===== config.mk =====
export PLATFORM = sky130hd
export DESIGN_NAME = can_entry_segmenter
export DESIGN_NICKNAME = d
export VERILOG_FILES = /design/src/rtl/can_seg_pkg.sv /design/src/rtl/can_entry_segmenter.sv /design/src/rtl/can_seg_in_reg.sv /design/src/rtl/can_seg_builder.sv /design/src/rtl/can_seg_out_reg.sv
export SDC_FILE = /design/constraint.sdc
export NUM_CORES = 1
export LEC_CHECK = 0
export BUFFER_PORTS_ARGS = -buffer_cell sky130_fd_sc_hd__buf_2
export CORE_MARGIN = 3
export CORE_UTILIZATION = 55
export DETAILED_ROUTE_END_ITERATION = 10
export PLACE_DENSITY = 0.81
export SETUP_SLACK_MARGIN = 0.2
export SYNTH_ARGS = -nofsm -noshare
export SYNTH_HDL_FRONTEND = slang
export SYNTH_SLANG_ARGS = --single-unit

===== constraint.sdc =====
create_clock -name clk -period 9 [get_ports clk]
set_input_delay 0.45 -clock clk [delete_from_list [all_inputs] [get_ports clk]]
set_output_delay 0.45 -clock clk [all_outputs]
set_load 0.03 [all_outputs]

===== src/rtl/can_seg_pkg.sv =====
// can_seg_pkg: item types and constants shared by the entry segmenter modules
// no dependencies; imported by every module of the segmenter
package can_seg_pkg;

	localparam int EXT_FLAG_BIT = 27;
	localparam logic [3:0] HEAD_BYTES = 4'd4;
	localparam logic [3:0] FRAME_BYTES = 4'd8;
	localparam logic [11:0] ID_FIELD_MASK = 12'hfff;

	localparam logic KIND_HEADER = 1'b0;
	localparam logic KIND_BYTE = 1'b1;

	typedef struct packed {
		logic kind;
		logic [2:0] command_code;
		logic [11:0] target_id;
		logic [15:0] entry_index;
		logic [7:0] entry_subindex;
		logic [7:0] entry_length;
		logic [7:0] value_byte;
	} in_item_t;

	typedef struct packed {
		logic [28:0] frame_id;
		logic [3:0] frame_len;
		logic [31:0] data_low;
		logic [31:0] data_high;
		logic last_frame;
	} out_item_t;

	// input register contents as seen by the frame builder
	typedef struct packed {
		logic valid;
		in_item_t item;
	} stage_t;

	// builder result towards the output register
	typedef struct packed {
		logic emit;
		out_item_t frame;
	} build_res_t;

endpackage


===== src/rtl/can_entry_segmenter.sv =====
// can_entry_segmenter: top level of the object-dictionary entry to CAN frame segmenter
// depends on can_seg_pkg, can_seg_in_reg, can_seg_builder, can_seg_out_reg
//
// a header transaction opens an entry (command, target, index, subindex, length),
// then value bytes arrive one per transaction; the first frame carries index,
// subindex, length and up to four bytes, each later frame has the extended flag
// set, a segment number in byte 0 and up to seven bytes; a frame leaves when it is
// full or the entry's last byte arrives, marked last on the final one. bytes with
// no open entry are dropped. one transaction is taken every cycle unless a held
// frame stalls the input: an input register feeds a single pass of frame assembly
// into a result register. device_id is read when a frame is formed and is to be
// written only while the block is idle.
module can_entry_segmenter
	import can_seg_pkg::*;
(
	input  logic clk,
	input  logic arst_n,
	// configuration: own node id
	input  logic device_id_we,
	input  logic [11:0] device_id,
	// item input
	input  logic in_valid,
	output logic in_stall,
	input  in_item_t in_item,
	// frame output
	output logic out_valid,
	input  logic out_stall,
	output out_item_t out_item
);

	logic [11:0] device_id_q;
	stage_t stage;
	build_res_t res;
	logic out_free;
	logic take;

	// own node id register
	always_ff @(posedge clk or negedge arst_n) begin
		if (!arst_n) begin
			device_id_q <= '0;
		end else if (device_id_we) begin
			device_id_q <= device_id;
		end
	end

	// the held item is consumed unless it makes a frame and the result register is full
	assign take = stage.valid && (!res.emit || out_free);

	can_seg_in_reg u_in (
		.clk      (clk),
		.arst_n   (arst_n),
		.in_valid (in_valid),
		.in_stall (in_stall),
		.in_item  (in_item),
		.take     (take),
		.stage    (stage)
	);

	can_seg_builder u_build (
		.clk       (clk),
		.arst_n    (arst_n),
		.stage     (stage),
		.device_id (device_id_q),
		.take      (take),
		.res       (res)
	);

	can_seg_out_reg u_out (
		.clk       (clk),
		.arst_n    (arst_n),
		.load      (take && res.emit),
		.frame     (res.frame),
		.free      (out_free),
		.out_valid (out_valid),
		.out_stall (out_stall),
		.out_item  (out_item)
	);

endmodule


===== src/rtl/can_seg_in_reg.sv =====
// can_seg_in_reg: input register of the segmenter, one transaction deep
// depends on can_seg_pkg
module can_seg_in_reg
	import can_seg_pkg::*;
(
	input  logic clk,
	input  logic arst_n,
	input  logic in_valid,
	output logic in_stall,
	input  in_item_t in_item,
	input  logic take,
	output stage_t stage
);

	logic valid_s1;
	in_item_t item_s1;
	logic accept;

	assign in_stall = valid_s1 && !take;
	assign accept = in_valid && !in_stall;

	always_ff @(posedge clk or negedge arst_n) begin
		if (!arst_n) begin
			valid_s1 <= 1'b0;
		end else if (accept) begin
			valid_s1 <= 1'b1;
		end else if (take) begin
			valid_s1 <= 1'b0;
		end
	end

	always_ff @(posedge clk) begin
		if (accept) begin
			item_s1 <= in_item;
		end
	end

	assign stage.valid = valid_s1;
	assign stage.item = item_s1;

endmodule


===== src/rtl/can_seg_builder.sv =====
// can_seg_builder: entry state and frame assembly, one item per cycle while take is high
// depends on can_seg_pkg
module can_seg_builder
	import can_seg_pkg::*;
(
	input  logic clk,
	input  logic arst_n,
	input  stage_t stage,
	input  logic [11:0] device_id,
	input  logic take,
	output build_res_t res
);

	logic [2:0] cmd_q;
	logic [11:0] target_q;
	logic [7:0] total_q;
	logic [7:0] taken_q;
	logic [5:0] seg_q;
	logic [63:0] buf_q;
	logic [3:0] fill_q;
	logic open_q;

	logic [2:0] cmd_d;
	logic [11:0] target_d;
	logic [7:0] total_d;
	logic [7:0] taken_d;
	logic [5:0] seg_d;
	logic [63:0] buf_d;
	logic [3:0] fill_d;
	logic open_d;

	logic emit;
	logic ext;
	logic last;
	logic [63:0] frame_buf;
	logic [3:0] frame_fill;
	logic [28:0] frame_id;

	always_comb begin
		logic [63:0] ins;
		logic [3:0] fill_inc;
		logic [7:0] taken_inc;
		cmd_d = cmd_q;
		target_d = target_q;
		total_d = total_q;
		taken_d = taken_q;
		seg_d = seg_q;
		buf_d = buf_q;
		fill_d = fill_q;
		open_d = open_q;
		emit = 1'b0;
		ext = 1'b0;
		last = 1'b0;
		frame_buf = buf_q;
		frame_fill = fill_q;
		ins = buf_q;
		fill_inc = fill_q + 4'd1;
		taken_inc = taken_q + 8'd1;
		for (int i = 0; i < 8; i++) begin
			if (fill_q[2:0] == 3'(i)) begin
				ins[8*i +: 8] = buf_q[8*i +: 8] | stage.item.value_byte;
			end
		end
		if (stage.valid) begin
			if (stage.item.kind == KIND_HEADER) begin
				cmd_d = stage.item.command_code;
				target_d = stage.item.target_id & ID_FIELD_MASK;
				total_d = stage.item.entry_length;
				taken_d = 8'd0;
				seg_d = 6'd0;
				buf_d = {32'd0, stage.item.entry_length, stage.item.entry_subindex,
					stage.item.entry_index[15:8], stage.item.entry_index[7:0]};
				fill_d = HEAD_BYTES;
				frame_buf = buf_d;
				frame_fill = HEAD_BYTES;
				// empty entry goes out as a lone first frame
				if (stage.item.entry_length == 8'd0) begin
					emit = 1'b1;
					last = 1'b1;
					open_d = 1'b0;
				end else begin
					open_d = 1'b1;
				end
			end else if (open_q) begin
				taken_d = taken_inc;
				fill_d = fill_inc;
				buf_d = ins;
				frame_buf = ins;
				frame_fill = fill_inc;
				ext = (seg_q != 6'd0);
				if (taken_inc == total_q) begin
					emit = 1'b1;
					last = 1'b1;
					open_d = 1'b0;
				end else if (fill_inc == FRAME_BYTES) begin
					emit = 1'b1;
					buf_d = {58'd0, seg_q};
					fill_d = 4'd1;
					seg_d = seg_q + 6'd1;
				end
			end
		end
	end

	// header frames take command and target from the item itself, the node id from the register
	always_comb begin
		logic [2:0] c;
		logic [11:0] t;
		c = cmd_d;
		t = target_d;
		frame_id = {2'b00, c, device_id & ID_FIELD_MASK, t};
		if (ext) begin
			frame_id[EXT_FLAG_BIT] = 1'b1;
		end
	end

	always_ff @(posedge clk or negedge arst_n) begin
		if (!arst_n) begin
			cmd_q <= '0;
			target_q <= '0;
			total_q <= '0;
			taken_q <= '0;
			seg_q <= '0;
			buf_q <= '0;
			fill_q <= '0;
			open_q <= 1'b0;
		end else if (take) begin
			cmd_q <= cmd_d;
			target_q <= target_d;
			total_q <= total_d;
			taken_q <= taken_d;
			seg_q <= seg_d;
			buf_q <= buf_d;
			fill_q <= fill_d;
			open_q <= open_d;
		end
	end

	assign res.emit = emit;
	assign res.frame.frame_id = frame_id;
	assign res.frame.frame_len = frame_fill;
	assign res.frame.data_low = frame_buf[31:0];
	assign res.frame.data_high = frame_buf[63:32];
	assign res.frame.last_frame = last;

endmodule


===== src/rtl/can_seg_out_reg.sv =====
// can_seg_out_reg: result register holding one frame until the sink takes it
// depends on can_seg_pkg
module can_seg_out_reg
	import can_seg_pkg::*;
(
	input  logic clk,
	input  logic arst_n,
	input  logic load,
	input  out_item_t frame,
	output logic free,
	output logic out_valid,
	input  logic out_stall,
	output out_item_t out_item
);

	logic out_valid_q;
	out_item_t out_item_q;

	assign free = !out_valid_q || !out_stall;

	always_ff @(posedge clk or negedge arst_n) begin
		if (!arst_n) begin
			out_valid_q <= 1'b0;
		end else if (load) begin
			out_valid_q <= 1'b1;
		end else if (!out_stall) begin
			out_valid_q <= 1'b0;
		end
	end

	always_ff @(posedge clk) begin
		if (load) begin
			out_item_q <= frame;
		end
	end

	assign out_valid = out_valid_q;
	assign out_item = out_item_q;

endmodule


==> flow_metrics.tcl, run 1 <==
set metrics [dict create \
    outcome "finished, final reports clean" \
    clock.fmax_mhz 275.4 \
    yosysWarnings 0 \
    place_area_um2 12820 \
    wl_um 27970 \
    synth_top_area_frac 0.3867 \
    nets 1234 \
    coreArea_um2 21150 \
    areaGrowthSynthToFinish_pct 15.98 \
    grt_pass1_wl_um 44550 \
    ys.flop_type "edfxtp_1" \
    synth.avg_cell_area_um2 11.56 \
    syn-cell-area_um2 11880 \
    clock_skew_ns 0.02292 \
    total_power_uw 3253 \
    cp-end-kind "output pin" \
    whs_ns 0.08929 \
    p_leak_uw 0.005639 \
    cts_made_buffers 28 \
    finalWeightedCongestion 0.8776 \
    layout_commonest_cell "buf_2" \
    grt_max_degree 75 \
    vias 8608 \
    drv_slew 0 \
    postLayoutCellArea_um2 13780 \
    synth_largest_area_cell "edfxtp_1" \
    slew_headroom 0.3976 \
    cts_num_sinks 273 \
    postRouteAntennaNets 0 \
    worstPathArrival_ns 3.18 \
    synth_fa_ha_area_frac 0.009479 \
    final_core_util 0.6513 \
    mappedNetlistNets 1110 \
    cap_violations 0 \
    grt_pass1_vias 8355 \
    die_height_um 153.0 \
    syn_inst 1028 \
    synth_top_family_by_area "compound AO/OA/AOI/OAI gates" \
    synth-compound-area-share 0.1474 \
    antenna_found_initial 1 \
    max_slew.worst_pin.slew_ns 0.9036 \
    synth-simple-area-share 0.1107 \
    dieArea_um2 23400 \
    drc 0 \
    cp_max_fo 29 \
    drive_gt1_frac 0.2445 \
    cp-start-kind "register" \
    cts_resized 0 \
    synth_xor_area_frac 0.005898 \
    setup_tns_ns 0 \
    setup_viol 0 \
    diodes 0 \
    io_buffers 171 \
    pwr_density_cell_nw_per_um2 236.1 \
    avgRoutedWirePerCell_um 19.31 \
    irDropWorstVdd_mv 0.1692 \
    ys_seq_elements 273 \
    synth_cell_type_count 56 \
    cts_tree "built" \
    grt-ovfl-total 0 \
    hold_viol 0 \
    row_count 53 \
    final_cell_mix "170 x buf_2, 153 x edfxtp_1, 138 x nor2_1" \
    crit_type "register to output pin" \
    synth_edf_count 153 \
    hpwl_um 17620 \
    ys_seq_area_frac 0.6395 \
    initialDrtViolationCount 840 \
    finalWorstPathRequiredPeriod_ns 3.631 \
    synth_area_leaders "edfxtp_1 39%, dfrtp_1 25%, a21oi_1 4.4%" \
    period_share 0.4034 \
    clockRootBuffer "clkbuf_16" \
    worstPathRequired_ns 8.55 \
    insertion_delay_ns 0.54 \
    hold_class "input port to register" \
    async_flop_share 0.4396 \
    grt.total_usage 0.2347 \
    clk_path_buf_depth 3 \
    vias_per_cell 5.941 \
    rsz0062_at_grt "false" \
    die_w_um 153.0 \
    ctsHoldBuffers 1 \
    dr.pass1.iters 6 \
    io_pins 173 \
    htree_num_levels 1 \
    start_util 0.5616 \
    postCtsSetupBuffers 0 \
    clkTransAtPathRegs_ns 0.06 \
    synthMuxAreaShare 0.05276 \
]
-- sequential cells by signal (all words and copies together) (netlist names), 3 cells and up --
register,flops
u_build.target_q,12
u_out.out_item,97
u_build.total_q,8
u_in.stage,56
u_build.seg_q,6
u_build.buf_q,64
u_build.cmd_q,3
u_build.taken_q,8
u_build.fill_q,4
device_id_q,12
-- metal layers --
layer | up-vias | GRT usage | part of all wire
li1 | 3939 | - | -
met1 | 4173 | 0.3193 | 0.41
met2 | 434 | 0.3867 | 0.48
met3 | 60 | 0.04417 | 0.079
met4 | 2 | 0.07594 | 0.028
met5 | - | 0 | 0.00046
-- synthesized netlist by cell type, types with 10 or more instances --
master,instances
dfrtp_1,120
clkbuf_1,62
a21oi_1,105
edfxtp_1,153
buf_1,17
mux2_4,10
o2bb2ai_1,28
nand2_1,115
a41oi_1,16
and3_1,10
a31oi_1,17
inv_1,11
o21a_1,26
o21ai_0,46
nor2_1,139
nand3_1,11
mux2_2,37
-- kinds of logic (layout without fill, tap and decap cells) --
| kind of cell | count (synthesis) | after routing |
|---|---|---|
| compound gates | 274 | 274 |
| simple gates | 311 | 311 |
| fa+ha+maj | 9 | 9 |
| mux | 53 | 53 |
| buf+inv | 99 | 245 |
| other cells | 1 | 1 |
| xor+xnor | 8 | 8 |
| flops | 273 | 273 |
-- stage by stage --
step | cells | worst slack [ns]
final | 1449 | 5.369
after global placement | 1396 | 5.655
after floorplan | 1028 | 2.467
after detailed placement | 1396 | 5.531
after CTS | 1449 | 5.368
after global routing | 1449 | 5.087
-- area by class of cell --
cell class,instances,area (um^2)
sequential,273,7599
fill,1580,7376
multi-input combinational,656,3905
timing repair buffer,182,943.4
clock buffer,41,842.1
tap,275,344.1
clock inverter,11,103.9
inverter,11,41.29
-- final timing paths --
kind / to / slack, ns / cells after the start / startpoint
max: in_stall / 5.37 / 8 / u_build.fill_q[2]$_DFFE_PN0P_
max in group asynchronous: u_in.valid_s1$_DFFE_PN0P_ / 7.05 / 3 / arst_n
min reg2reg: u_out.out_item[84]$_DFFE_PP_ / 0.44 / 0 / device_id_q[3]$_DFFE_PN0P_
min in group asynchronous: u_build.cmd_q[2]$_DFFE_PN0N_ / 0.54 / 2 / arst_n
min: u_in.stage[33]$_DFFE_PP_ / 0.09 / 1 / in_item[33]
max reg2reg: u_build.buf_q[4]$_DFFE_PN0P_ / 5.40 / 10 / u_build.fill_q[2]$_DFFE_PN0P_
-- worst max-delay path, stage by stage, from the launching register on --
cell and delay, ns:
dfrtp_1 0.86, inv_1 0.11, ha_1 0.37, nand3b_1 0.09, mux2i_1 0.32, nor2_1 0.10, a21o_1 0.26, nor2_1 0.24
buf_2 0.28
-- power breakdown --
part           internal, uW  total (uW)  switching (uW)
logic                   206         485             279
registers              1480        1600             120
clock network           703        1160             460
total                  2390        3250             859
No activity file was read; power rests on OpenSTA's default activity.
==> run 2: changes to the inputs <==
CORE_UTILIZATION = 52   (was 55)
clock period = 3 ns   (was 9 ns; I/O delays follow)
==> run 2 against run 1 <==
Compared with the run above: via count up 7.1%; worst hold slack worse by 0.061 ns; sequential power rose to 3.0 times the previous value; critical path type is now register to register; register-to-register slack worse by 5.2 ns; non-clock buffer count up 98; sequential share of layout area down 4.2 points; cell count up 7.1%; highest routed layer is now met4; combinational power rose to 3.4 times the previous value; die area up 5.5%.
==> flow_metrics.tcl, run 2 (synthesized netlist as in run 1, its figures left out) <==
set metrics [dict create \
    grt_pass1_wl_um 46730 \
    setup_tns_ns 0 \
    wl_um 30730 \
    seqCellArea_um2 7605 \
    clockPowerShare 0.350 \
    clkTransAtPathRegs_ns 0.06 \
    insertion_delay_ns 0.53 \
    grt_pass1_vias 8859 \
    avgRoutedWirePerCell_um 19.80 \
    period_share 0.9403 \
    hpwl_um 18200 \
    pre_cts_slack_ns 0.2185 \
    worstPathRequired_ns 3.41 \
    busiest_layer "met2" \
    outcome "finished, final reports clean" \
    io_buffers 171 \
    hold_viol 0 \
    clockRootBuffer "clkbuf_16" \
    cts_made_buffers 28 \
    die_height_um 157.2 \
    crit_type "register to register" \
    cpPeakStageDelay_ns 0.47 \
    fill_cells 1567 \
    htree_num_levels 1 \
    final_core_util 0.6742 \
    vias_per_cell 5.938 \
    grt.total_usage 0.2378 \
    cp_top_family "simple AND/OR/NAND/NOR gates" \
    dieArea_um2 24700 \
    clk_path_buf_depth 3 \
    crit_buf_inv 1 \
    finalWorstPathRequiredPeriod_ns 2.821 \
    power_frac_comb 0.166 \
    grt_use_met3 0.04152 \
    drc 0 \
    io_pins 173 \
    cts_tree "built" \
    cp-end-kind "register" \
    hold_class "input port to async pin" \
    row_count 54 \
    vias 9215 \
    cts_num_sinks 273 \
    drv_slew 0 \
    multi_input_area_um2 3983 \
    clock_skew_ns 0.01454 \
    setup_viol 0 \
    cp-start-kind "register" \
    drive_gt1_frac 0.2602 \
    p_leak_uw 0.006106 \
    cp_max_fo 12 \
    areaGrowthSynthToFinish_pct 25.76 \
    irDropWorstVdd_mv 0.5086 \
    seqPwrFrac 0.484 \
    finalWeightedCongestion 0.8678 \
    max_slew.worst_pin.slew_ns 0.9787 \
    initialDrtViolationCount 987 \
    postRouteAntennaNets 0 \
    crit_chain "ha_1, ha_4, nand3b_1, mux2i_1, nor2_1, a21boi_0, or3_4, nor2b_4, buf_12, mux2_2" \
    antenna_found_initial 0 \
    total_power_uw 9934 \
    crit_slowest_cell "or3_4" \
    layout_commonest_cell "buf_2" \
    setup_ws_ns 0.1792 \
    rsz0062_at_grt "true" \
    power_switching_uw 2656 \
    slew_headroom 0.3475 \
    swShare 0.2674 \
    die_w_um 157.2 \
    worstPathArrival_ns 3.23 \
    grt_max_degree 75 \
    gr-usage-met1 0.3291 \
    p_int_uw 7277 \
    cap_violations 0 \
    largest_register_ffs 97 \
    gr-usage-met2 0.3818 \
    grt-ovfl-total 0 \
    dr.pass1.iters 5 \
    final_cell_mix "169 x buf_2, 153 x edfxtp_1, 137 x nor2_1" \
    start_util 0.5361 \
    coreArea_um2 22160 \
    diodes 0 \
    nets 1332 \
    pwr_density_cell_nw_per_um2 664.9 \
    clock.fmax_mhz 354.5 \
]
run 2: cell types whose count changed in the layout (fill, tap and decap cells not counted), moves of 3 or more:
| cell | before | now |
|---|---|---|
| o2bb2ai_1 | 28 | 24 |
| clkinv_2 | 8 | 4 |
| dfrtp_2 | 1 | 6 |
| clkbuf_16 | 30 | 33 |
| o2bb2ai_2 | 0 | 4 |
| dlygate4sd3_1 | 1 | 70 |
| buf_12 | 0 | 9 |
| buf_4 | 11 | 28 |
| dfrtp_1 | 119 | 114 |
run 2: through the flow:
stage                     std cells  instance area, um^2  hold WS [ns]
final                          1552                14940       0.02829
after global routing           1552                14940       0.03441
after CTS                      1542                14720       0.03237
after detailed placement       1417                13040       0.02624
after global placement         1417                13040       0.02107
after floorplan                1028                11910       -0.1456
run 2: power by group through the flow:
stage | clock network, uW | logic (uW) | registers, uW
detailed placement | 0 | 1490 | 4860
global placement | 0 | 1420 | 4830
CTS | 3520 | 1580 | 4790
global route | 3680 | 1810 | 4850
floorplan | 0 | 1070 | 4810
finish | 3480 | 1640 | 4810
run 2: cell type report:
cell class,instances,share of cell area
Tap cell,280,0.02345
Clock buffer,46,0.06113
Clock inverter,6,0.002429
Timing Repair Buffer,280,0.1347
Inverter,11,0.002764
Sequential cell,273,0.5090
Multi-Input combinational cell,656,0.2666
run 2: worst paths after layout:
kind	start	end	slack, ns	cells past startpoint
worst min-delay path	arst_n	u_build.cmd_q[2]$_DFFE_PN0N_	0.03	2
min in group clk	out_stall	u_out.out_valid$_DFFE_PN0P_	0.06	3
max in group asynchronous	arst_n	u_in.valid_s1$_DFFE_PN0P_	2.24	3
worst max-delay path	u_build.fill_q[0]$_DFFE_PN0P_	u_build.taken_q[0]$_DFFE_PN0P_	0.18	10
worst min register to register	device_id_q[7]$_DFFE_PN0P_	u_out.out_item[88]$_DFFE_PP_	0.44	0
worst max register to register	u_build.fill_q[0]$_DFFE_PN0P_	u_build.taken_q[0]$_DFFE_PN0P_	0.18	10
run 2: repair_timing:
action / CTS / global route
endpoints found under the hold margin: 189 / 0
hold buffers: 70 / 0
pin swaps: 1 / 7
cloned: 0 / 1
setup buffers: 3 / 9
endpoints found under the setup margin: 4 / 131
gates resized for setup: 5 / 18
run 2: layer usage:
layer	share of wire	routed length [um]
met1	0.39	12060
met2	0.48	14860
met3	0.089	2735
met4	0.035	1078
met5	0	0
run 2: worst reg2reg max path, delay by kind of cell (launching register included):
family,cells,cell delay [ns]
and+or+nand+nor,4,0.81
adders and majority gates,2,0.63
muxes,2,0.49
DFF,1,0.45
AOI/OAI and AO/OA,1,0.18
buffers and inverters,1,0.14
